### src/rtl/byte_level_token_decoder_core_defines.svh
// Assertion macros shared by the byte-level token decoder modules.
`ifndef BYTE_LEVEL_TOKEN_DECODER_CORE_DEFINES_SVH
`define BYTE_LEVEL_TOKEN_DECODER_CORE_DEFINES_SVH

`ifndef ASSERT_OFF
`define BLTD_ASSERT(lbl, clk, rstn, prop, msg) \
	lbl: assert property (@(posedge clk) disable iff (!rstn) (prop)) else $error(msg);
`define BLTD_ASSERT_NEXT(lbl, clk, rstn, pre, post, msg) \
	lbl: assert property (@(posedge clk) disable iff (!rstn) (pre) |=> (post)) else $error(msg);
`else
`define BLTD_ASSERT(lbl, clk, rstn, prop, msg)
`define BLTD_ASSERT_NEXT(lbl, clk, rstn, pre, post, msg)
`endif

`endif

### src/rtl/bltd_pkg.sv
// Types, constants and the code point unmapping function of the token decoder.
package bltd_pkg;

	localparam logic [7:0] CONT_MASK   = 8'h3F;
	localparam logic [7:0] LEAD2_MASK  = 8'h1F;
	localparam logic [7:0] LEAD3_MASK  = 8'h0F;
	localparam logic [7:0] TOP3_MASK   = 8'hE0;
	localparam logic [7:0] TOP4_MASK   = 8'hF0;
	localparam logic [7:0] LEAD2_TAG   = 8'hC0;
	localparam logic [7:0] LEAD3_TAG   = 8'hE0;
	localparam logic [7:0] ASCII_LIMIT = 8'h80;

	localparam logic [15:0] CP_PRINT_LO  = 16'd33;
	localparam logic [15:0] CP_PRINT_HI  = 16'd126;
	localparam logic [15:0] CP_LATIN_LO  = 16'd161;
	localparam logic [15:0] CP_LATIN_HI  = 16'd172;
	localparam logic [15:0] CP_UPPER_LO  = 16'd174;
	localparam logic [15:0] CP_UPPER_HI  = 16'd255;
	localparam logic [15:0] CP_CTRL_LO   = 16'd256;
	localparam logic [15:0] CP_CTRL_HI   = 16'd288;
	localparam logic [15:0] CP_HIGH_LO   = 16'd289;
	localparam logic [15:0] CP_HIGH_HI   = 16'd322;
	localparam logic [15:0] CP_HIGH_OFS  = 16'd162;
	localparam logic [15:0] CP_SHY       = 16'd323;
	localparam logic [7:0]  BYTE_SHY     = 8'd173;

	localparam logic [1:0] HELD_NONE = 2'd0;
	localparam logic [1:0] HELD_ONE  = 2'd1;
	localparam logic [1:0] HELD_TWO  = 2'd2;
	localparam logic [1:0] NEED_NONE = 2'd0;
	localparam logic [1:0] NEED_TWO  = 2'd2;
	localparam logic [1:0] NEED_THREE = 2'd3;

	typedef struct packed {
		logic       ok;
		logic [7:0] b;
	} unmap_t;

	// One decoded group: up to three result bytes, emitted lowest entry first.
	typedef struct packed {
		logic [2:0][7:0] bytes;
		logic [1:0]      count;
		logic            has;
		logic            tok_last;
	} grp_t;

	function automatic unmap_t unmap_cp(input logic [15:0] cp);
		unmap_t r;
		r.ok = 1'b1;
		r.b  = cp[7:0];
		if ((cp >= CP_PRINT_LO && cp <= CP_PRINT_HI) ||
		    (cp >= CP_LATIN_LO && cp <= CP_LATIN_HI) ||
		    (cp >= CP_UPPER_LO && cp <= CP_UPPER_HI)) begin
			r.b = cp[7:0];
		end else if (cp >= CP_CTRL_LO && cp <= CP_CTRL_HI) begin
			r.b = cp[7:0];
		end else if (cp >= CP_HIGH_LO && cp <= CP_HIGH_HI) begin
			r.b = 8'(cp - CP_HIGH_OFS);
		end else if (cp == CP_SHY) begin
			r.b = BYTE_SHY;
		end else begin
			r.ok = 1'b0;
		end
		return r;
	endfunction

endpackage

### src/rtl/bltd_decode.sv
// Input register, sequence state and UTF-8 decode of one byte into a result group.
`include "byte_level_token_decoder_core_defines.svh"

module bltd_decode (
	input  logic          clk,
	input  logic          arst_n,
	input  logic          s_tvalid,
	output logic          s_tready,
	input  logic [7:0]    s_tdata,
	input  logic          s_tlast,
	input  logic          grp_free,
	output logic          grp_load,
	output bltd_pkg::grp_t grp
);
	import bltd_pkg::*;

	logic       s1_vld_q;
	logic [7:0] byte_s1;
	logic       last_s1;

	logic [7:0] lead_q;
	logic [7:0] mid_q;
	logic [1:0] held_q;
	logic [1:0] need_q;

	logic [7:0] lead_d;
	logic [7:0] mid_d;
	logic [1:0] held_d;
	logic [1:0] need_d;

	logic            fin_c;
	logic [1:0]      len_c;
	logic [15:0]     cp_c;
	logic [2:0][7:0] raw_c;
	unmap_t          um_c;
	logic            emit_c;
	logic            advance;

	always_comb begin
		lead_d = lead_q;
		mid_d  = mid_q;
		held_d = held_q;
		need_d = need_q;
		fin_c  = 1'b0;
		len_c  = 2'd1;
		cp_c   = '0;
		raw_c  = '0;
		if (held_q == HELD_NONE) begin
			if (byte_s1 < ASCII_LIMIT) begin
				fin_c    = 1'b1;
				len_c    = 2'd1;
				cp_c     = {8'd0, byte_s1};
				raw_c[0] = byte_s1;
			end else if ((byte_s1 & TOP3_MASK) == LEAD2_TAG) begin
				lead_d = byte_s1;
				held_d = HELD_ONE;
				need_d = NEED_TWO;
			end else if ((byte_s1 & TOP4_MASK) == LEAD3_TAG) begin
				lead_d = byte_s1;
				held_d = HELD_ONE;
				need_d = NEED_THREE;
			end
		end else if (held_q == HELD_ONE && need_q == NEED_THREE) begin
			mid_d  = byte_s1;
			held_d = HELD_TWO;
		end else if (held_q == HELD_ONE) begin
			fin_c    = 1'b1;
			len_c    = 2'd2;
			cp_c     = {5'd0, lead_q[4:0] & LEAD2_MASK[4:0], byte_s1[5:0] & CONT_MASK[5:0]};
			raw_c[0] = lead_q;
			raw_c[1] = byte_s1;
			held_d   = HELD_NONE;
			need_d   = NEED_NONE;
		end else begin
			fin_c    = 1'b1;
			len_c    = 2'd3;
			cp_c     = {lead_q[3:0] & LEAD3_MASK[3:0], mid_q[5:0] & CONT_MASK[5:0],
			            byte_s1[5:0] & CONT_MASK[5:0]};
			raw_c[0] = lead_q;
			raw_c[1] = mid_q;
			raw_c[2] = byte_s1;
			held_d   = HELD_NONE;
			need_d   = NEED_NONE;
		end
		if (last_s1) begin
			lead_d = '0;
			mid_d  = '0;
			held_d = HELD_NONE;
			need_d = NEED_NONE;
		end
	end

	assign um_c = unmap_cp(cp_c);

	always_comb begin
		grp          = '0;
		grp.tok_last = last_s1;
		grp.has      = 1'b1;
		grp.count    = 2'd1;
		if (fin_c) begin
			if (um_c.ok) begin
				grp.bytes[0] = um_c.b;
			end else begin
				grp.bytes = raw_c;
				grp.count = len_c;
			end
		end else begin
			grp.has = 1'b0;
		end
	end

	assign emit_c   = fin_c || last_s1;
	assign advance  = s1_vld_q && (!emit_c || grp_free);
	assign grp_load = s1_vld_q && emit_c && grp_free;
	assign s_tready = !s1_vld_q || advance;

	always_ff @(posedge clk or negedge arst_n) begin
		if (!arst_n) begin
			s1_vld_q <= 1'b0;
			held_q   <= HELD_NONE;
			need_q   <= NEED_NONE;
		end else begin
			if (s_tvalid && s_tready) begin
				s1_vld_q <= 1'b1;
			end else if (advance) begin
				s1_vld_q <= 1'b0;
			end
			if (advance) begin
				held_q <= held_d;
				need_q <= need_d;
			end
		end
	end

	always_ff @(posedge clk) begin
		if (s_tvalid && s_tready) begin
			byte_s1 <= s_tdata;
			last_s1 <= s_tlast;
		end
		if (advance) begin
			lead_q <= lead_d;
			mid_q  <= mid_d;
		end
	end

	`BLTD_ASSERT(a_two_held_three_needed, clk, arst_n, (held_q == HELD_TWO) |-> (need_q == NEED_THREE), "two bytes held outside a three-byte sequence")
	`BLTD_ASSERT(a_one_held_len, clk, arst_n, (held_q == HELD_ONE) |-> (need_q == NEED_TWO || need_q == NEED_THREE), "pending sequence without a valid length")
	`BLTD_ASSERT(a_idle_no_need, clk, arst_n, (held_q == HELD_NONE) |-> (need_q == NEED_NONE), "length set with no sequence pending")
	`BLTD_ASSERT_NEXT(a_last_clears, clk, arst_n, advance && last_s1, held_q == HELD_NONE, "sequence state survives the end of a token")

endmodule

### src/rtl/bltd_emit.sv
// Result group register and the stepper that hands its bytes out one request at a time.
`include "byte_level_token_decoder_core_defines.svh"

module bltd_emit (
	input  logic           clk,
	input  logic           arst_n,
	input  logic           grp_load,
	input  bltd_pkg::grp_t grp,
	output logic           grp_free,
	output logic           m_tvalid,
	input  logic           m_tready,
	output logic [7:0]     m_tdata,
	output logic [1:0]     m_tuser,
	output logic           m_tlast
);
	import bltd_pkg::*;

	logic       vld_q;
	logic [1:0] idx_q;
	grp_t       grp_s2;
	logic       idx_last;

	assign idx_last = (idx_q == grp_s2.count - 2'd1);
	assign grp_free = !vld_q || (m_tready && idx_last);

	always_ff @(posedge clk or negedge arst_n) begin
		if (!arst_n) begin
			vld_q <= 1'b0;
			idx_q <= '0;
		end else begin
			if (grp_load) begin
				vld_q <= 1'b1;
				idx_q <= '0;
			end else if (vld_q && m_tready) begin
				if (idx_last) begin
					vld_q <= 1'b0;
				end else begin
					idx_q <= idx_q + 2'd1;
				end
			end
		end
	end

	always_ff @(posedge clk) begin
		if (grp_load) begin
			grp_s2 <= grp;
		end
	end

	always_comb begin
		case (idx_q)
			2'd0:    m_tdata = grp_s2.bytes[0];
			2'd1:    m_tdata = grp_s2.bytes[1];
			2'd2:    m_tdata = grp_s2.bytes[2];
			default: m_tdata = '0;
		endcase
	end

	assign m_tvalid   = vld_q;
	assign m_tuser[0] = grp_s2.has;
	assign m_tuser[1] = idx_last;
	assign m_tlast    = idx_last && grp_s2.tok_last;

	`BLTD_ASSERT(a_idx_in_group, clk, arst_n, vld_q |-> (idx_q < grp_s2.count && grp_s2.count != 2'd0), "result index beyond the group")
	`BLTD_ASSERT(a_load_when_free, clk, arst_n, grp_load |-> grp_free, "group loaded over one still being sent")
	`BLTD_ASSERT(a_empty_is_token_end, clk, arst_n, (vld_q && !grp_s2.has) |-> (grp_s2.count == 2'd1 && grp_s2.tok_last), "empty result outside the end of a token")

endmodule

### src/rtl/byte_level_token_decoder_core.sv
// Top level of the byte-level token decoder: input stage with decode, then result stepper.
//
// Channel   Direction  Ports                    Contents
// s_*       in         tvalid tready tdata tlast  raw token byte, last byte of the token
// m_*       out        tvalid tready tdata tuser  decoded byte, has_byte and run_last flags
//                      tlast                      end of the token
//
// Each input byte passes through the decode stage into the result register, which steps out its results one at a time.
// A byte gives zero to three results; besides a stalled output, only a passthrough of two or
// three raw bytes holds the input back, while the result register steps through the group.
// One input byte can wait in the input register while the result register is stalled.
// Reset clears the valid flags and the pending sequence state.
module byte_level_token_decoder_core (
	input  logic       clk,
	input  logic       arst_n,
	input  logic       s_tvalid,
	output logic       s_tready,
	input  logic [7:0] s_tdata,   // in_byte[7:0]
	input  logic       s_tlast,
	output logic       m_tvalid,
	input  logic       m_tready,
	output logic [7:0] m_tdata,   // out_byte[7:0]
	output logic [1:0] m_tuser,   // has_byte[0], run_last[1]
	output logic       m_tlast
);
	import bltd_pkg::*;

	logic grp_free;
	logic grp_load;
	grp_t grp;

	bltd_decode u_decode (
		.clk      (clk),
		.arst_n   (arst_n),
		.s_tvalid (s_tvalid),
		.s_tready (s_tready),
		.s_tdata  (s_tdata),
		.s_tlast  (s_tlast),
		.grp_free (grp_free),
		.grp_load (grp_load),
		.grp      (grp)
	);

	bltd_emit u_emit (
		.clk      (clk),
		.arst_n   (arst_n),
		.grp_load (grp_load),
		.grp      (grp),
		.grp_free (grp_free),
		.m_tvalid (m_tvalid),
		.m_tready (m_tready),
		.m_tdata  (m_tdata),
		.m_tuser  (m_tuser),
		.m_tlast  (m_tlast)
	);

endmodule
### config.mk
export PLATFORM = sky130hd
export DESIGN_NAME = byte_level_token_decoder_core
export DESIGN_NICKNAME = d
export VERILOG_FILES = /design/src/rtl/bltd_pkg.sv /design/src/rtl/bltd_decode.sv /design/src/rtl/bltd_emit.sv /design/src/rtl/byte_level_token_decoder_core.sv
export VERILOG_INCLUDE_DIRS = /design/src /design/src/rtl
export SDC_FILE = /design/constraint.sdc
export NUM_CORES = 1
export LEC_CHECK = 0
export BUFFER_PORTS_ARGS = -buffer_cell sky130_fd_sc_hd__buf_2
export CAP_MARGIN = 20
export CORE_ASPECT_RATIO = 0.75
export CORE_MARGIN = 3
export CORE_UTILIZATION = 35
export DETAILED_ROUTE_END_ITERATION = 6
export GPL_TIMING_DRIVEN = 0
export HOLD_SLACK_MARGIN = 0.06
export PLACE_DENSITY_LB_ADDON = 0.08
export SETUP_SLACK_MARGIN = 0.3
export SYNTH_ARGS = -nofsm -noshare
export SYNTH_HDL_FRONTEND = slang
export SYNTH_SLANG_ARGS = --single-unit
### constraint.sdc
create_clock -name clk -period 11.2 [get_ports clk]
set_clock_uncertainty 0.2 [all_clocks]
set_input_delay 0.56 -clock clk [delete_from_list [all_inputs] [get_ports clk]]
set_output_delay 0.56 -clock clk [all_outputs]
set_load 0.005 [all_outputs]
==> results.md, run 1 <==
* Via density at 5.39
* Number of I/O pins at 26
* Yosys cell types at 62
* Area of the multi-input gates at 1320 um2
* WP data arrival at 4.18 ns
* HP Class: in -> reg
* Root Driver: clkbuf_16
* Mapped cell area at 3250 um2
* Setup tns final at 0 ns
* GP Congestion at 0.863
* Pwr Density at 314 nW/um2
* Layout cells sized above 1 at 0.187
* Most frequent cells in the layout: 53 x edfxtp_1, 39 x nand2_1, 29 x buf_2
* Most common cell after layout, fill and taps aside: edfxtp_1
* Worst reg-to-reg setup slack at 7.00 ns
* Max VDD drop at 0.000123 V
* Post-CTS sizing at 0
* Total grt overflow at 0
* Final Max Slew Viols at 0
* Setup CP Type: reg -> reg
* Min Tclk post-route at 4.20 ns
* Max frequency at 238 MHz
* Pre-CTS WS at 7.06 ns
* Vias in the first global route at 2,437
* Via count at 2,484
* RSZ-0062 raised after global routing: no
* Slew headroom at 0.422
* Fillers at 820
* CTS H-tree lvls at 3
* Drt drc at 0
* Initial antenna violation count at 0
* Die area at 10,500 um2
* CP Launch Type: register
* Status: finished, final reports clean
* Initial core utilization at 0.372
* Detail Placement HPWL at 5.89 mm
* Hold Vio Cnt, Final at 0
* Critical path cell sequence: buf_2 > nand4b_1 > nand2_1 > inv_1 > buf_1 > nand2_1 > inv_1 > ha_1 > nand2b_1 > a41o_1 > nor2_1 > or3_1 > clkbuf_2 > nor4_1 > buf_2 > and2_1
* Sequential cell area at 1790 um2
* Clock Path Buffers at 2
* CTS tree: yes
* Largest net degree at the start of global routing at 29
* CP endpoint kind: register
* Tcrit/Tclk final at 0.375
* Count of final setup violators at 0
* Clock slew at reported path FFs at 0.05 ns
* Row count at 29
* Largest stage delay, worst path at 0.64 ns
* Nets at 352
* Syn nets at 314
* Worst path slowest cell: nor4_1
* Overall die width at 117 um
* Seq/Total Area, Yosys at 0.551
* Core box area at 8740 um2
* Synth warn at 0
* Violation count after the first detailed-route iteration at 189
* Insertion delay to the later sink of the worst-skew pair at 0.33 ns
* Async set-reset flop share out of synthesis at 0.131
* Port Buf Inserts at 25
* Final worst slack at 7.00 ns
* Die Span Y at 89.5 um
* CTS buffer count at 9
* ANT cells at 0
* GR Util All Layers at 0.164
* MaxCap Viol Count at 0
* Wire length of the first global-routing pass at 13.2 mm
* Yosys reg bits at 61
* Area growth, synth to finish at 18.8%
* Worst Path Max Fanout at 10
* Synth Flop Type: edfxtp_1
* Final wirelength at 7.95 mm
* Clock sinks at 61
* Gate Count Post-Synth at 294
* WP data required at 11.19 ns
* P_leak at 1.46 nW
* Mapped Avg Cell Area at 11.1 um2
* DR WL/cell at 17.2 um
* Routed Antenna Nets at 0
* Pre-antenna DRT Iters at 5
* Post-synth EDFFs at 53
* Worst-margin pin slew at 0.865 ns
layout make-up:
cell class	instances	share of cell area
clock inverters	6	0.0201
repair buffers	27	0.0362
well taps	124	0.0401
flip-flops and latches	61	0.463
multi-input cells	200	0.342
clock buffers	10	0.0592
inverters	12	0.0123
plain buffers	21	0.0265
synthesized netlist by cell type (all sizes together) (3+ instances only):
cell type / n / share of area
edfxtp: 53 / 0.49
nand3: 3 / 0.0046
nor2: 18 / 0.021
nand4b: 3 / 0.0081
clkbuf: 11 / 0.013
a222oi: 8 / 0.025
a221o: 4 / 0.012
or2: 3 / 0.0058
ha: 7 / 0.027
nand2: 39 / 0.045
nor3: 8 / 0.014
or3: 4 / 0.0077
inv: 12 / 0.015
and2: 13 / 0.025
o211ai: 3 / 0.0085
nor2b: 11 / 0.021
o21ai: 14 / 0.022
a31oi: 3 / 0.010
a22o: 4 / 0.013
a21oi: 15 / 0.023
dfrtp: 8 / 0.062
nand2b: 3 / 0.0058
buf: 10 / 0.018
flip-flops by register name, indices dropped and copies added, names as in the netlist:
| signal | cells |
|---|---|
| u_emit.m_tvalid | 1 |
| u_decode.lead_q | 8 |
| u_decode.held_q | 2 |
| u_decode.last_s1 | 1 |
| u_decode.need_q | 2 |
| u_emit.idx_q | 2 |
| u_emit.m_tuser | 1 |
| u_emit.grp_s2 | 27 |
| u_decode.mid_q | 8 |
| u_decode.byte_s1 | 8 |
| u_decode.s1_vld_q | 1 |
report_power, final:
group / total (mW) / switching (mW) / internal (mW)
Sequential: 0.419 / 0.0506 / 0.369
Combinational: 0.508 / 0.311 / 0.197
Clock: 0.285 / 0.0925 / 0.192
Total: 1.21 / 0.454 / 0.758
routing by layer:
layer	vias up	wire length (um)	GRT usage
met5	-	0	0
met4	0	102	0.0554
met3	9	457	0.0462
met2	80	3390	0.248
met1	1214	4000	0.229
li1	1181	-	-
kinds of logic (layout without fill, tap and decap cells):
group	after synthesis	in the layout	share of synthesized area
simple gates	114	114	0.181
xor+xnor	2	2	0.00539
flops	61	61	0.551
buf+inv	33	76	0.0462
mux	2	2	0.00615
compound gates	75	75	0.184
fa+ha+maj	7	7	0.0269
stage by stage:
stage | hold slack, ns | util | instances | cell area [um2] | power, mW
6_report | 0.206 | 0.442 | 461 | 3870 | 1.21
5_1_grt | 0.197 | 0.442 | 461 | 3870 | 1.30
4_1_cts | 0.195 | 0.442 | 461 | 3870 | 1.22
3_5_place_dp | 0.222 | 0.406 | 444 | 3550 | 0.932
3_3_place_gp | 0.220 | 0.404 | 443 | 3530 | 0.928
2_1_floorplan | 0.0644 | - | 294 | 3250 | 0.767
path summary, 6_finish.rpt:
check | start | endpoint | cells past startpoint
max | u_decode.held_q[1] | u_emit.grp_s2[25] | 16
min | s_tdata[0] | u_decode.byte_s1[0] | 1
max reg2reg | u_decode.held_q[1] | u_emit.grp_s2[25] | 16
min reg2reg | u_decode.last_s1 | u_emit.grp_s2[0] | 0
max in group asynchronous | arst_n | u_emit.idx_q[0] | 2
min in group asynchronous | arst_n | u_decode.need_q[0] | 2
worst max-delay path, delay by kind of cell, from the launching register on:
kind,cells,cell delay [ns]
compound gates,1,0.23
flops,1,0.45
fa+ha+maj,1,0.20
simple gates,8,1.90
buf+inv,6,1.07
what timing repair did:
action                    4_1_cts  5_1_grt
hold endpoints to repair        8        0
hold buffers                    1        0
buffers inserted                0        0
No activity file was read; power rests on OpenSTA's default activity.
==> run 2, diff against run 1 <==
==> constraint.sdc (replaced) <==
create_clock -name clk -period 3.8 [get_ports clk]
set_clock_uncertainty 0.2 [all_clocks]
set_input_delay 0.19 -clock clk [delete_from_list [all_inputs] [get_ports clk]]
set_output_delay 0.19 -clock clk [all_outputs]
set_load 0.005 [all_outputs]
==> results.md, run 2 (same netlist as run 1, synthesis figures left out) <==
* CTS tree: yes
* R2R cell count at 16 (unchanged)
* ANT cells at 0 (unchanged)
* Routed Antenna Nets at 0 (unchanged)
* Final core utilization at 0.485 (+0.0434)
* GP Congestion at 0.889 (+3.0%)
* Vias in the first global route at 2,537 (+4.1%)
* Largest net degree at the start of global routing at 29 (unchanged)
* RSZ-0062 raised after global routing: yes
* Total grt overflow at 0 (unchanged)
* Port Buf Inserts at 25 (unchanged)
* Slew headroom at 0.420 (-0.00252)
* Max VDD drop at 0.000295 V (+140%)
* Tcrit/Tclk final at 0.917 (+0.543)
* Most common cell after layout, fill and taps aside: edfxtp_1
* Min Tclk post-route at 3.49 ns (-0.712 ns)
* Hold Vio Cnt, Final at 0 (unchanged)
* Final wirelength at 8.49 mm (+6.8%)
* Critical path cell sequence: buf_6 > or3b_4 > nand2_4 > inv_4 > buf_6 > nand2_4 > inv_4 > ha_4 > nand2b_4 > a41o_1 > nor2_2 > or3_1 > clkbuf_8 > or4_4 > buf_6 > a21oi_1
* Setup CP Type: reg -> reg
* Register with the most flip-flops: u_emit.grp_s2
* Worst-margin pin slew at 0.871 ns (+0.00571 ns)
* Worst path slowest cell: or4_4
* Overall die width at 117 um (unchanged)
* Met2 GRT Util at 0.251 (+0.00262)
* Area growth, synth to finish at 30.5%
* Worst hold path cell count at 4 (+3)
* Root Driver: clkbuf_16
* Hold Crit Start: m_tready
* Wire length of the first global-routing pass at 13.7 mm (+3.7%)
* Worst reg-to-reg setup slack at 0.31 ns (-6.69 ns)
* Routing usage on met1 at 0.242 (+0.0130)
* Worst Path Max Fanout at 6 (-4)
* GR Util All Layers at 0.171 (+0.00718)
* Pre-CTS WS at -0.234 ns (-7.29 ns)
* CTS buffer count at 9 (unchanged)
* Nets at 380 (+8.0%)
* Most frequent cells in the layout: 53 x edfxtp_1, 35 x nand2_1, 29 x buf_2
* Max FFs per register at 27 (unchanged)
* CTS H-tree lvls at 3 (unchanged)
* Core box area at 8740 um2 (unchanged)
* Final worst slack at 0.314 ns (-6.69 ns)
* MaxCap Viol Count at 0 (unchanged)
* CP endpoint kind: register
* Clock slew at reported path FFs at 0.05 ns (about the same)
* Via density at 5.30 (-1.6%)
* Via count at 2,594 (+4.4%)
* Fillers at 804 (-2.0%)
* Die Span Y at 89.5 um (unchanged)
* Initial core utilization at 0.372 (unchanged)
* Detail Placement HPWL at 5.98 mm (+1.4%)
* WP data required at 3.75 ns (-7.44 ns)
* HP Class: in -> reg
* Pre-antenna DRT Iters at 4 (-1)
* Most common cell type on the critical path: buf_6
* Status: finished, final reports clean
* Capturing point of the worst reg2reg path: u_emit.grp_s2[13]
* WP data arrival at 3.44 ns (-0.74 ns)
* Clock Path Buffers at 2 (unchanged)
* P_leak at 1.62 nW (+11%)
* Max frequency at 287 MHz (+20%)
* Clock sinks at 61 (unchanged)
* Number of I/O pins at 26 (unchanged)
* Violation count after the first detailed-route iteration at 195 (+3.2%)
* Initial antenna violation count at 0 (unchanged)
* Count of final setup violators at 0 (unchanged)
* Largest stage delay, worst path at 0.52 ns (-0.12 ns)
* Die area at 10,500 um2 (unchanged)
* Hold Path Sink: u_emit.idx_q[1]
* Worst reg2reg path startpoint: u_decode.held_q[0]
* GRT busiest layer: met2
* Insertion delay to the later sink of the worst-skew pair at 0.33 ns (about the same)
* Layout cells sized above 1 at 0.277 (+0.0898)
* Pwr Density at 914 nW/um2 (+190%)
* Row count at 29 (unchanged)
* Drt drc at 0 (unchanged)
* Final Max Slew Viols at 0 (unchanged)
* DR WL/cell at 17.4 um (+0.73%)
* Met3 Use GR at 0.0468 (+0.000633)
* CP Launch Type: register
run 2: per-layer routing:
metal,vias to the layer above,share of wire
met3,20,0.053
met2,73,0.42
li1,1242,-
met4,0,0.023
met1,1259,0.50
met5,-,0
run 2: area by class of cell:
type	instances	area (um2)	share of cell area
multi-input cells	200	1420	0.334
well taps	124	155	0.0365
flip-flops and latches	61	1790	0.422
inverters	12	52.6	0.0124
clock buffers	10	229	0.0539
plain buffers	21	134	0.0315
clock inverters	6	87.6	0.0206
repair buffers	55	375	0.0884
run 2: power by group:
| group | internal, mW | switching (mW) | total, mW | leakage (nW) |
|---|---|---|---|---|
| clock | 0.572 | 0.290 | 0.862 | 0.145 |
| combinational | 0.763 | 1.02 | 1.78 | 0.883 |
| sequential | 1.09 | 0.149 | 1.24 | 0.590 |
| total | 2.42 | 1.46 | 3.88 | 1.62 |
run 2: worst max-delay path by stage:
stage                             from                 to  slack [ns]  cells after the start
floorplan           u_decode.held_q[0]   u_emit.grp_s2[2]        0.32                     17
global placement    u_decode.held_q[1]  u_emit.grp_s2[19]       -0.55                      7
detailed placement  u_decode.held_q[1]  u_emit.grp_s2[20]       -0.23                     16
CTS                 u_decode.held_q[0]   u_emit.grp_s2[2]        0.30                     17
global route        u_decode.held_q[0]   u_emit.grp_s2[2]        0.22                     17
finish              u_decode.held_q[0]  u_emit.grp_s2[13]        0.31                     16
run 2: per-stage QoR:
| stage | cells | power (mW) | TNS, ns | cell area, um2 | hold WS (ns) |
|---|---|---|---|---|---|
| after floorplan | 294 | 2.26 | 0 | 3250 | -0.306 |
| after global placement | 443 | 2.74 | -20.33 | 3530 | -0.152 |
| after detailed placement | 444 | 2.75 | -2.48 | 3550 | -0.149 |
| after CTS | 483 | 3.78 | 0 | 4140 | 0.0843 |
| after global routing | 489 | 4.16 | 0 | 4250 | 0.119 |
| final | 489 | 3.88 | 0 | 4250 | 0.0887 |
run 2: timing repair:
action                                  4_1_cts  5_1_grt
hold buffers                                 12        0
endpoints found under the hold margin        18        0
cloned                                        1        0
pin swaps                                     3        5
endpoints found under the setup margin       26       21
buffers inserted                             10        6
resized for setup                            21       16
run 2: critical path: cells and delay by family (launching register included):
family,cells,cell delay (ns)
buffers and inverters,6,0.65
adder cells (fa/ha/maj),1,0.16
flip-flops,1,0.37
AND/OR/NAND/NOR,7,1.54
AO/OA/AOI/OAI,2,0.40
==> run 3, diff against run 2 <==
--- a/config.mk
+++ b/config.mk
@@ -18,4 +18,5 @@
 export SETUP_SLACK_MARGIN = 0.3
 export SYNTH_ARGS = -nofsm -noshare
 export SYNTH_HDL_FRONTEND = slang
+export SYNTH_HIERARCHICAL = 1
 export SYNTH_SLANG_ARGS = --single-unit
==> results.md, run 3 <==
* Post-synthesis adder-cell area fraction at 0.0232 (-0.00376)
* RSZ-0062 raised after global routing: yes
* Hold Vio Cnt, Final at 0 (unchanged)
* Count of final setup violators at 0 (unchanged)
* Initial antenna violation count at 0 (unchanged)
* Async set-reset flop share out of synthesis at 0.131 (unchanged)
* Top cells by area, synth: edfxtp_1 49%, dfrtp_1 6.2%, nor2_1 3.8%
* Via density at 5.36 (+1.1%)
* Die Span Y at 89.3 um (-0.18%)
* Gate Count Post-Synth at 295 (+0.34%)
* Synth top area share at 0.491 (+0.00189)
* Tot Pwr at 2.99 mW (-23%)
* Main combinational cell family by area after synthesis: simple AND/OR/NAND/NOR gates
* Hold Crit Start: u_emit/m_tvalid
* Synth warn at 6 (+6)
* Mapped Avg Cell Area at 11.0 um2 (-0.72%)
* Worst-margin pin slew at 1.06 ns (+0.192 ns)
* Worst reg2reg path startpoint: u_decode/held_q[0]
* Port Buf Inserts at 25 (unchanged)
* Critical path cell sequence: buf_2 > or3b_2 > and3_1 > inv_1 > ha_1 > a22oi_1 > or4_1 > a41oi_4 > buf_4 > a221oi_2 > a211oi_2
* Via count at 2,543 (-2.0%)
* Largest net degree at the start of global routing at 34 (+17%)
* Pre-antenna DRT Iters at 7 (+3)
* Worst Path Max Fanout at 10 (+4)
* Wire length of the first global-routing pass at 13.4 mm (-1.9%)
* Buf/Inv on CP at 3 (-3)
* Clock sinks at 61 (unchanged)
* GP Congestion at 0.943 (+6.1%)
* Met3 Use GR at 0.0541 (+0.00732)
* Most common cell after layout, fill and taps aside: edfxtp_1
* Routed Antenna Nets at 0 (unchanged)
* Largest stage delay, worst path at 0.52 ns (about the same)
* Vias in the first global route at 2,498 (-1.5%)
* Min Tclk post-route at 3.43 ns (-0.0562 ns)
* Capturing point of the worst reg2reg path: u_emit/grp_s2[7]
* Tcrit/Tclk final at 0.903 (-0.0148)
* Dominant cell type by area after synthesis: edfxtp_1
* Final Cell Area at 3950 um2 (-6.9%)
* Die area at 10,500 um2 (-0.36%)
* Most frequent cells after synthesis: 53 x edfxtp_1, 33 x nor2_1, 28 x nand2_1
* WP data arrival at 3.39 ns (-0.05 ns)
* Initial core utilization at 0.371 (-0.00143)
* Post-synth EDFFs at 53 (unchanged)
* Max frequency at 292 MHz (+1.6%)
* Nets at 364 (-4.2%)
* Row count at 29 (unchanged)
* Max FFs per register at 27 (unchanged)
* Post-synthesis simple-gate area fraction at 0.196 (+0.0154)
* Register with the most flip-flops: u_emit/grp_s2
* Mapped cell area at 3240 um2 (-0.38%)
* CTS buffer count at 9 (unchanged)
* Synth Flop Type: edfxtp_1
* R2R cell count at 11 (-5)
* Area growth, synth to finish at 22.0%
* Synth Area in XOR/XNOR at 0.00541 (+0.0000208)
* Layout cells sized above 1 at 0.189 (-0.0881)
* Worst path slowest cell: or3b_2
* Slew headroom at 0.287 (-0.132)
* Worst reg-to-reg setup slack at 0.37 ns (+0.06 ns)
* Overall die width at 117 um (-0.18%)
* Met2 GRT Util at 0.248 (-0.00272)
* Final Max Slew Viols at 0 (unchanged)
* Status: finished, violations left
* HP Class: reg -> reg
* GRT busiest layer: met2
* Pwr Density at 758 nW/um2 (-17%)
* Violation count after the first detailed-route iteration at 250 (+28%)
* Detail Placement HPWL at 5.82 mm (-2.6%)
* CTS H-tree lvls at 3 (unchanged)
* CP Launch Type: register
* Failing checks: design-rule violations
* Insertion delay to the later sink of the worst-skew pair at 0.33 ns (about the same)
* Clock Path Buffers at 2 (unchanged)
* Most frequent cells in the layout: 53 x edfxtp_1, 33 x buf_2, 32 x nor2_1
* Total grt overflow at 0 (unchanged)
* CP top delay family: simple AND/OR/NAND/NOR gates
* Placed cell area at 3530 um2 (-0.63%)
* Seq/Total Area, Yosys at 0.553 (+0.00213)
* Drt drc at 9 (+9)
* Max VDD drop at 0.000328 V (+11%)
* Root Driver: clkbuf_16
* Compound-Gate Fraction of Synth Area at 0.170 (-0.0136)
* Setup tns final at 0 ns (unchanged)
* CP endpoint kind: register
* Most common cell in the netlist: edfxtp_1
* Core box area at 8740 um2 (unchanged)
* Worst hold path cell count at 1 (-3)
* Yosys reg bits at 61 (unchanged)
* WP data required at 3.76 ns (about the same)
* GR Util All Layers at 0.174 (+0.00248)
* Syn nets at 314 (unchanged)
* Mux share of post-synthesis cell area at 0.0120 (+0.00582)
* Number of I/O pins at 26 (unchanged)
* Routing usage on met1 at 0.242 (-0.000730)
* Yosys cell types at 60 (-3.2%)
* P_leak at 1.49 nW (-8.0%)
* DR WL/cell at 17.3 um (-0.30%)
* Clock slew at reported path FFs at 0.05 ns (about the same)
* CTS tree: yes
* Hold Path Sink: u_emit/m_tvalid
* MaxCap Viol Count at 0 (unchanged)
* Setup CP Type: reg -> reg
* ANT cells at 0 (unchanged)
* Final wirelength at 8.21 mm (-3.4%)
[run 3: where the power goes]
| group | switching [mW] | internal, mW |
|---|---|---|
| logic | 0.692 | 0.429 |
| clock network | 0.269 | 0.498 |
| registers | 0.107 | 1.00 |
[run 3: worst max-delay path by stage]
stage	end	from	slack (ns)	depth (start not counted)
global placement	u_emit/idx_q[0]	u_decode/held_q[0]	-0.28	8
CTS	u_emit/grp_s2[9]	u_decode/held_q[0]	0.43	10
detailed placement	u_emit/grp_s2[9]	u_decode/held_q[0]	0.45	10
global route	u_emit/grp_s2[7]	u_decode/held_q[0]	0.24	11
floorplan	u_emit/idx_q[0]	u_decode/held_q[0]	0.57	8
finish	u_emit/grp_s2[7]	u_decode/held_q[0]	0.37	11
[run 3: cells by family (layout without fill, tap and decap cells)]
family	Yosys count	after routing
and+or+nand+nor	122	122
buffers and inverters	28	83
xor gates and xnor gates	2	2
AOI/OAI and AO/OA	73	73
adders and majority gates	6	6
DFF	61	61
muxes	3	3
[run 3: layer usage]
layer	routed length [um]	up-vias
met3	639	24
met1	4000	1195
met2	3380	110
met4	191	0
li1	-	1214
met5	0	-
[run 3: area by class of cell]
class | instances | area, um2
clock inverter | 6 | 53.8
clock buffer | 10 | 229
buffer | 19 | 96.3
sequential | 61 | 1790
fill | 844 | 4790
multi-input combinational | 206 | 1330
inverter | 9 | 33.8
timing repair buffer | 39 | 263
tap | 124 | 155
[run 3: per-stage QoR]
step	cells	setup WS, ns	hold slack, ns	utilization
2_1_floorplan	295	0.571	-0.306	-
3_3_place_gp	444	-0.283	-0.147	0.403
3_5_place_dp	444	0.454	-0.148	0.403
4_1_cts	473	0.427	0.322	0.451
5_1_grt	474	0.244	0.348	0.452
6_report	474	0.370	0.318	0.452
[run 3: what timing repair did]
item | in CTS | in global routing
gates resized for setup | 0 | 1
hold endpoints to repair | 20 | 0
endpoints found under the setup margin | 0 | 16
hold buffers | 13 | 0
setup buffers | 0 | 1
